===== src/rtl/ipdc_pkg.sv =====
// ----------------------------------------------------------------------------
// ipdc_pkg
// Types and fixed codes shared by the PIO disk controller files.
// ----------------------------------------------------------------------------
package ipdc_pkg;

	typedef enum logic [1:0] {
		DOP_NONE  = 2'd0,
		DOP_READ  = 2'd1,
		DOP_WRITE = 2'd2
	} disk_op_t;

	typedef enum logic [2:0] {
		ERR_OK        = 3'd0,
		ERR_DIRECTION = 3'd1,
		ERR_ACCESS    = 3'd2,
		ERR_COMMAND   = 3'd3,
		ERR_PAST_END  = 3'd4
	} err_t;

	localparam logic       BUS_READ  = 1'b0;
	localparam logic       BUS_WRITE = 1'b1;

	localparam logic [2:0] PORT_DATA  = 3'd0;
	localparam logic [2:0] PORT_COUNT = 3'd2;
	localparam logic [2:0] PORT_LBA0  = 3'd3;
	localparam logic [2:0] PORT_LBA3  = 3'd6;
	localparam logic [2:0] PORT_CMD   = 3'd7;

	localparam logic [2:0] SIZE_BYTE = 3'd1;
	localparam logic [2:0] SIZE_WORD = 3'd4;

	localparam logic [7:0] ST_READY  = 8'h40;
	localparam logic [7:0] CMD_READ  = 8'h20;
	localparam logic [7:0] CMD_WRITE = 8'h30;
	localparam logic [7:0] TOP_MASK  = 8'h1f;

	typedef struct packed {
		logic        cmd;
		logic [2:0]  offset;
		logic [2:0]  access_size;
		logic [31:0] write_data;
	} in_item_t;

	typedef struct packed {
		logic [7:0]  read_data;
		disk_op_t    disk_op;
		logic [31:0] disk_addr;
		logic [31:0] disk_wdata;
		logic        irq;
		err_t        error;
	} out_item_t;

endpackage


===== src/rtl/ipdc_chan_if.sv =====
// ----------------------------------------------------------------------------
// ipdc_chan_if
// Valid/ready channel that carries one item of the given payload type.
// ----------------------------------------------------------------------------
interface ipdc_chan_if #(parameter type T = logic) ();
	logic valid;
	logic ready;
	T     data;

	modport source(output valid, output data, input ready);
	modport sink(input valid, input data, output ready);
endinterface


===== src/rtl/ipdc_access.sv =====
// ----------------------------------------------------------------------------
// ipdc_access
// Decode of one bus access: result item and next controller state.
// ----------------------------------------------------------------------------
module ipdc_access #(
	parameter int SECTOR_BYTES = 512,
	parameter int CW           = $clog2(SECTOR_BYTES + 4)
) (
	input  ipdc_pkg::in_item_t  item,
	input  logic [3:0][7:0]     lba_q,
	input  logic [7:0]          status_q,
	input  logic                write_mode_q,
	input  logic [CW-1:0]       byte_count_q,
	input  logic [31:0]         sector_base_q,
	output ipdc_pkg::out_item_t res,
	output logic [3:0][7:0]     lba_d,
	output logic [7:0]          status_d,
	output logic                write_mode_d,
	output logic [CW-1:0]       byte_count_d,
	output logic [31:0]         sector_base_d
);
	import ipdc_pkg::*;

	localparam logic [CW-1:0] SectorEnd = CW'(SECTOR_BYTES);
	localparam logic [CW-1:0] WordBytes = CW'(4);
	localparam logic [31:0]   SectorMul = 32'(SECTOR_BYTES);

	logic [31:0]   sector;
	logic [CW-1:0] count_next;
	logic [7:0]    code;

	always_comb begin
		sector = {3'b000, lba_q[3][4:0] & TOP_MASK[4:0], lba_q[2], lba_q[1], lba_q[0]};
		count_next = byte_count_q + WordBytes;
		code = item.write_data[7:0];

		lba_d = lba_q;
		status_d = status_q;
		write_mode_d = write_mode_q;
		byte_count_d = byte_count_q;
		sector_base_d = sector_base_q;
		res = '0;

		if (item.offset == PORT_DATA && item.access_size == SIZE_WORD) begin
			if (item.cmd != write_mode_q) begin
				res.error = ERR_DIRECTION;
			end else if (byte_count_q >= SectorEnd) begin
				res.error = ERR_PAST_END;
			end else begin
				res.disk_op = (item.cmd == BUS_WRITE) ? DOP_WRITE : DOP_READ;
				res.disk_addr = sector_base_q + 32'(byte_count_q);
				if (item.cmd == BUS_WRITE) begin
					res.disk_wdata = item.write_data;
				end
				byte_count_d = count_next;
				// The last word of the sector makes the drive ready again.
				if (count_next >= SectorEnd) begin
					status_d = ST_READY;
					res.irq = item.cmd;
				end
			end
		end else if (item.cmd == BUS_READ && item.offset == PORT_CMD
				&& item.access_size == SIZE_BYTE) begin
			res.read_data = status_q;
		end else if (item.cmd == BUS_WRITE && item.offset >= PORT_COUNT
				&& item.access_size == SIZE_BYTE) begin
			if (item.offset inside {[PORT_LBA0:PORT_LBA3]}) begin
				lba_d[2'(item.offset - PORT_LBA0)] = code;
			end else if (item.offset == PORT_CMD) begin
				// Every command rewinds the transfer to the sector start.
				sector_base_d = sector * SectorMul;
				byte_count_d = '0;
				status_d = code;
				case (code)
					CMD_READ: begin
						write_mode_d = 1'b0;
						status_d = ST_READY;
						res.irq = 1'b1;
					end
					CMD_WRITE: begin
						write_mode_d = 1'b1;
					end
					default: begin
						res.error = ERR_COMMAND;
					end
				endcase
			end
		end else begin
			res.error = ERR_ACCESS;
		end
	end
endmodule


===== src/rtl/ide_pio_disk_controller.sv =====
// Path: an accepted item is held in the input register, decoded, and its
// result item is captured in the output register.
// Throughput: one bus access per cycle when out_ch is not stalled, set
// by the single decode stage between the input and output registers.
// Reset: arst_n clears the valid flags at once and returns the drive to
// ready status, read mode, sector zero and an empty transfer count.
// ----------------------------------------------------------------------------
// ide_pio_disk_controller
// PIO disk controller: register window, command issue and data word requests.
// ----------------------------------------------------------------------------
module ide_pio_disk_controller #(
	parameter int SECTOR_BYTES = 512
) (
	input logic        clk,
	input logic        arst_n,
	ipdc_chan_if.sink   in_ch,
	ipdc_chan_if.source out_ch
);
	import ipdc_pkg::*;

	localparam int CW = $clog2(SECTOR_BYTES + 4);

	in_item_t        item_s1;
	logic            valid_s1;
	out_item_t       res_s2;
	logic            valid_s2;
	out_item_t       res;
	logic            advance;
	logic            in_accept;

	logic [3:0][7:0] lba_q, lba_d;
	logic [7:0]      status_q, status_d;
	logic            write_mode_q, write_mode_d;
	logic [CW-1:0]   byte_count_q, byte_count_d;
	logic [31:0]     sector_base_q, sector_base_d;

	assign advance   = valid_s1 && (!valid_s2 || out_ch.ready);
	assign in_ch.ready = !valid_s1 || advance;
	assign in_accept = in_ch.valid && in_ch.ready;

	assign out_ch.valid = valid_s2;
	assign out_ch.data  = res_s2;

	ipdc_access #(
		.SECTOR_BYTES(SECTOR_BYTES),
		.CW(CW)
	) u_access (
		.item(item_s1),
		.lba_q(lba_q),
		.status_q(status_q),
		.write_mode_q(write_mode_q),
		.byte_count_q(byte_count_q),
		.sector_base_q(sector_base_q),
		.res(res),
		.lba_d(lba_d),
		.status_d(status_d),
		.write_mode_d(write_mode_d),
		.byte_count_d(byte_count_d),
		.sector_base_d(sector_base_d)
	);

	always_ff @(posedge clk or negedge arst_n) begin
		if (!arst_n) begin
			valid_s1 <= 1'b0;
			valid_s2 <= 1'b0;
			lba_q <= '0;
			status_q <= ST_READY;
			write_mode_q <= 1'b0;
			byte_count_q <= '0;
			sector_base_q <= '0;
		end else begin
			if (in_accept) begin
				valid_s1 <= 1'b1;
			end else if (advance) begin
				valid_s1 <= 1'b0;
			end
			if (advance) begin
				valid_s2 <= 1'b1;
				lba_q <= lba_d;
				status_q <= status_d;
				write_mode_q <= write_mode_d;
				byte_count_q <= byte_count_d;
				sector_base_q <= sector_base_d;
			end else if (out_ch.ready) begin
				valid_s2 <= 1'b0;
			end
		end
	end

	always_ff @(posedge clk) begin
		if (in_accept) begin
			item_s1 <= in_ch.data;
		end
		if (advance) begin
			res_s2 <= res;
		end
	end
endmodule


===== src/flat_wrapper.sv =====
// flat-port wrapper written by rule: the top's interface ports become plain ports
module ide_pio_disk_controller_flat import ipdc_pkg::*;
#(
	parameter int SECTOR_BYTES = 512
)
  (clk, arst_n, in_ch_valid, in_ch_data, in_ch_ready, out_ch_valid, out_ch_data, out_ch_ready);
  ipdc_chan_if #(.T(in_item_t)) in_ch_i ();
  ipdc_chan_if #(.T(out_item_t)) out_ch_i ();
  input logic clk;
  input logic arst_n;
  input wire logic [$bits(in_ch_i.valid)-1:0] in_ch_valid;
  input wire logic [$bits(in_ch_i.data)-1:0] in_ch_data;
  output wire logic [$bits(in_ch_i.ready)-1:0] in_ch_ready;
  output wire logic [$bits(out_ch_i.valid)-1:0] out_ch_valid;
  output wire logic [$bits(out_ch_i.data)-1:0] out_ch_data;
  input wire logic [$bits(out_ch_i.ready)-1:0] out_ch_ready;
  assign in_ch_i.valid = in_ch_valid;
  assign in_ch_i.data = in_ch_data;
  assign in_ch_ready = in_ch_i.ready;
  assign out_ch_valid = out_ch_i.valid;
  assign out_ch_data = out_ch_i.data;
  assign out_ch_i.ready = out_ch_ready;
  ide_pio_disk_controller #(.SECTOR_BYTES(SECTOR_BYTES)) u_core (.clk(clk), .arst_n(arst_n), .in_ch(in_ch_i), .out_ch(out_ch_i));
endmodule

===== config.mk =====
export PLATFORM = sky130hd
export DESIGN_NAME = ide_pio_disk_controller_flat
export DESIGN_NICKNAME = d
export VERILOG_FILES = /design/src/rtl/ipdc_pkg.sv /design/src/rtl/ipdc_chan_if.sv /design/src/rtl/ipdc_access.sv /design/src/rtl/ide_pio_disk_controller.sv /design/src/flat_wrapper.sv
export SDC_FILE = /design/constraint.sdc
export NUM_CORES = 1
export LEC_CHECK = 0
export BUFFER_PORTS_ARGS = -buffer_cell sky130_fd_sc_hd__buf_2
export CORE_UTILIZATION = 55
export CTS_CLUSTER_SIZE = 30
export DETAILED_ROUTE_END_ITERATION = 6
export PLACE_DENSITY = 0.74
export SLEW_MARGIN = 25
export SYNTH_ARGS = -nofsm -noshare
export SYNTH_HDL_FRONTEND = slang
export SYNTH_HIERARCHICAL = 1
export SYNTH_SLANG_ARGS = --single-unit

===== constraint.sdc =====
create_clock -name clk -period 5.6 [get_ports clk]
set_input_delay 0 -clock clk [delete_from_list [all_inputs] [get_ports clk]]
set_output_delay 0 -clock clk [all_outputs]
set_load 0.02 [all_outputs]

# After elaboration in Yosys (flattened, before gate mapping)
# Cells that the tools add are included.
[classes] bitwise=4 n_addsub=3 order_cmp=7 n_mux=38 eq_ne=11 n_reduce_logical=28
[op_table] operator="two-way mux 8 bit" count=10
[op_table] operator="two-way mux 10 bit" count=7
[op_table] operator="adder 32 x 10 -> 32 bit" count=1
[op_table] operator="bitwise mux 32 bit" count=1
[op_table] operator="greater-or-equal comparator 10 bit, second input constant" count=2
[op_table] operator="demux 8 bit (select 2 bit)" count=1
[op_table] operator="== test 8 x 6 -> 1 bit, second input constant" count=2
[op_table] operator="two-way mux 4 bit" count=4
[op_table] operator="AND reduction 7 bit" count=2
[op_table] operator="adder 10 x 3 -> 10 bit, second input constant" count=1
[op_table] operator="nonzero test 2 bit" count=5
[op_table] operator="logical AND 1 bit" count=9
[op_table] operator="two-way mux 1 bit" count=9
[op_table] operator="two-way mux 3 bit" count=3
[op_table] operator="!= test 2 bit, second input constant" count=4
[op_table] operator="AND reduction 8 bit" count=1
[op_table] operator="== test 3 bit, second input constant" count=2
[op_table] operator="greater-or-equal comparator 3 x 2 -> 1 bit, second input constant" count=2
[op_table] operator="AND reduction 6 bit" count=1
[op_table] operator="AND reduction 5 bit" count=1
[op_table] operator="two-way mux 2 bit" count=2
[op_table] operator="inverter 1 bit" count=4
[op_table] operator="OR reduction 2 bit" count=2
[op_table] operator="OR reduction 4 bit" count=1
[op_table] operator="other kinds (12)" count=14
[word_totals] regBits=193

# Logic depth before layout (Yosys ltp)
[logic_depth] word_depth=8 depth_mapped=9

# By module
# Netlist, hierarchy kept.
[by_module_without_submodules] mod="ide_pio_disk_controller" instances=1 cells_each=301 area_per_inst_um2=6998.0
[by_module_without_submodules] mod="ipdc_access" instances=1 cells_each=415 area_per_inst_um2=2556.2

# Worst setup path after synthesis
# No wires, ideal clock.
[synth_path] path_kind="register -> register" from="reg u_core.valid_s2 (netlist: u_core/out_ch.valid)" to="reg u_core.res_s2, in the netlist u_core/out_ch.data[0], enable pin" setup_ps=432 path_buffers=2 t_arrival_ps=2470 path_slack_ps=2698 stages_incl_launch_ff=6 synth_period_minus_slack_ps=2902 path_cell_list="dfrtp_1 -> nand2b_4 -> nand2_4 -> buf_8 -> buf_12 -> inv_1"
[synth_between] elab_chain_len=3
[synth_rtl] element="start, declared" line_no="ide_pio_disk_controller.sv:26" text="logic valid_s2;"
[synth_rtl] element="start signal, assigned" line_no="ide_pio_disk_controller.sv:65" text="valid_s2 <= 1'b0;"
[synth_rtl] element="start signal, assigned" line_no="ide_pio_disk_controller.sv:78" text="valid_s2 <= 1'b1;"
[synth_rtl] element="start signal, assigned" line_no="ide_pio_disk_controller.sv:85" text="valid_s2 <= 1'b0;"
[synth_rtl] element="zero test 1 bit" line_no="ide_pio_disk_controller.sv:37" text="assign advance = valid_s1 && (!valid_s2 || out_ch.ready);"
[synth_rtl] element="logical OR 1 bit" line_no="ide_pio_disk_controller.sv:37"
[synth_rtl] element="logical AND 1 bit" line_no="ide_pio_disk_controller.sv:37"
[synth_rtl] element="net u_core.advance" line_no="ide_pio_disk_controller.sv:28" text="logic advance;"
[synth_rtl] element="end signal, assigned" line_no="ide_pio_disk_controller.sv:95" text="res_s2 <= res;"
[synth_rtl] element="end, declared" line_no="ide_pio_disk_controller.sv:25" text="out_item_t res_s2;"
# The timed path passes the listed nets, and every way through them passes these cells.
# A chain may end at the register's enable or synchronous reset.

# Worst setup path after layout
[layout_path] from="reg u_core.byte_count_q[8]" to="reg u_core.res_s2, in the netlist u_core/out_ch.data[64] (data pin)"
[layout_between] elab_chain_len=2 word_cells_on_any_way=3 classes_between="add/sub (1); order compare (1); reduce/logical (1)"
[layout_rtl] element="start, declared" line_no="ide_pio_disk_controller.sv:34" text="logic [CW-1:0] byte_count_q, byte_count_d;"
[layout_rtl] element="start signal, assigned" line_no="ide_pio_disk_controller.sv:82" text="byte_count_q <= byte_count_d;"
[layout_rtl] element="parallel branches: the longest is 2 deep, another holds adder 32 x 10 -> 32 bit"
# Several ways; the timed one is not identified.

==> impl_metrics.py <==
metrics = {
    "run_status": {
        "status": "finished, final reports clean",
    },
    "die": {
        "die_area_sq_um": 17000,
        "start_util": 0.568,
        "die_w_um": 131,
        "ioPinCount": 123,
        "die_h_um": 131,
        "rows": 46,
        "core_sq_um": 16000,
    },
    "route": {
        "via_count": 5899,
        "first_iter_violations": 348,
        "drt_first_pass_iters": 5,
        "viasPerCell": 5.48,
        "drc": 0,
        "ant_nets": 0,
        "postRouteWirelength_um": 18100,
        "wl_per_cell_um": 16.8,
    },
    "setup_path": {
        "cpMaxStageDelayCell": "a211o_1",
        "crit_path_cell_trace": "ha_1 -> and3_1 -> a2111oi_0 -> a211o_1 -> or4_1 -> a21oi_1",
        "cp_top_family": "compound AO/OA/AOI/OAI gates",
        "rrSetupSlack_ns": 2.92,
        "worstSetupStartpoint": "u_core/byte_count_q[8]",
        "cp.arrival_ns": 2.85,
        "worstPathRequired_ns": 5.77,
        "path_max_fanout": 21,
        "worstSetupEndpointType": "flop",
        "path_depth": 6,
        "startpoint_type": "flop",
        "worstSetupPathType": "reg -> reg",
        "path_buf_inv": 0,
        "rr_worst_depth": 6,
        "setup.worst_path.end": "u_core/out_ch.data[64]",
        "cpPeakStageDelay_ns": 0.57,
        "reg2reg_to": "u_core/out_ch.data[64]",
        "r2r-start": "u_core/byte_count_q[8]",
    },
    "power_and_ir_drop": {
        "ir_drop_uv": 243,
        "powerDensity_nw_per_um2": 313,
        "power_leakage_nw": 4.68,
    },
    "layout": {
        "nFillCells": 1130,
        "diodes": 0,
        "layout-drive-gt1-share": 0.315,
        "final_common_cell": "buf_2",
        "mostFrequentLayoutCells": "buf_2, edfxtp_1, nand2_1",
        "layout.nets": 903,
        "ff_latch_area_sq_um": 5420,
        "synthToLayoutAreaGrowth_pct": 18.2,
        "final-instance-count-excl-fill": 1076,
        "multi_input_area_sq_um": 3370,
    },
    "cts": {
        "cts-root-buf": "clkbuf_16",
        "cts_tree": "yes",
        "numClockSinks": 193,
        "path_clk_slew_ns": 0.07,
        "postCtsSetupBuffers": 0,
        "clk_latency_ns": 0.43,
        "cts_htree_levels": 4,
        "cts_buffers": 17,
        "clock_path_buffers": 2,
    },
    "timing": {
        "hold_violations": 0,
        "period_share": 0.479,
        "setup_tns_ns": 0,
        "setup_viol": 0,
        "holdWs_ns": 0.208,
        "min_period_ns": 2.68,
        "slew_viol_final": 0,
        "fmax_mhz": 373,
        "rsz0062_at_grt": "false",
        "tightest_slew_ns": 0.922,
        "skew_ns": 0.00670,
        "relSlewSlack": 0.385,
    },
    "synth": {
        "synth_fp_nets": 744,
        "synthCells": 688,
        "syn_avg_cell_area_sq_um": 13.2,
        "syn_area_sq_um": 9090,
        "yosysWarnings": 6,
    },
    "global_route": {
        "grt_pass1_wl_um": 29200,
        "antenna_found_initial": 0,
        "grt_max_degree": 77,
        "grt_overflow": 0,
        "grt_pass1_vias": 5794,
        "track_usage": 0.227,
    },
    "place": {
        "port_buffers": 122,
        "place.gp.congestion": 0.835,
        "placed_cells": 1001,
        "hpwl_um": 11700,
    },
    "run": {
        "drv_cap": 0,
    },
    "worst_hold_path": {
        "hp-class": "in -> async",
    },
}
-- worst reg2reg max path, stage by stage, from the launching register on --
cell and delay, ns:
dfrtp_1 0.45, ha_1 0.42, and3_1 0.22, a2111oi_0 0.50, a211o_1 0.57, or4_1 0.21, a21oi_1 0.06
-- worst min path at each step --
stage | end | slack, ns | depth (start not counted)
floorplan | u_core/byte_count_q[0] | -0.30 | 0
global placement | u_core/item_s1[13] | 0.18 | 1
detailed placement | u_core/item_s1[13] | 0.18 | 1
CTS | u_core/item_s1[13] | 0.25 | 2
global route | u_core/item_s1[17] | 0.27 | 2
finish | u_core/sector_base_q[30] | 0.21 | 3
-- cell type report --
| type | count | area share |
|---|---|---|
| clock buffer | 18 | 0.0400 |
| clock inverter | 14 | 0.0112 |
| inverter | 11 | 0.00384 |
| multi-input combinational | 453 | 0.314 |
| sequential | 193 | 0.504 |
| tap | 216 | 0.0252 |
| timing repair buffer | 171 | 0.101 |
-- what timing repair did --
action,in CTS,in global routing
endpoints found under the hold margin,116,0
hold buffers,43,0
resized for setup,0,0
-- metal layers --
layer	GRT usage	vias up	wire [um]
met5	0	-	0
met4	0.0886	0	367
met3	0.0375	26	566
met2	0.387	154	9320
met1	0.291	2901	7830
li1	-	2818	-
-- state kept, by name, summed over array words and instances (netlist names) --
name and count:
u_core/byte_count_q 10, u_core/out_ch.valid 1, u_core/item_s1 39, u_core/write_mode_q 1, u_core/status_q 8, u_core/out_ch.data 78
u_core/lba_q 23, u_core/valid_s1 1, u_core/sector_base_q 32
-- metrics by stage --
stage               cell area, sq um  worst slack (ns)   util  total power [W]
floorplan                       9090              2.70      -          0.00212
global placement                9760              3.08  0.610          0.00220
detailed placement              9760              2.99  0.610          0.00223
CTS                            10700              2.98  0.671          0.00339
global route                   10700              2.69  0.671          0.00349
finish                         10700              2.92  0.671          0.00336
-- report_power, final --
group,total [W],internal (W),switching [W]
sequential,0.00178,0.00167,0.000111
clock,0.00113,0.000584,0.000549
combinational,0.000452,0.000248,0.000204
Power figures use the tool's default switching activity.
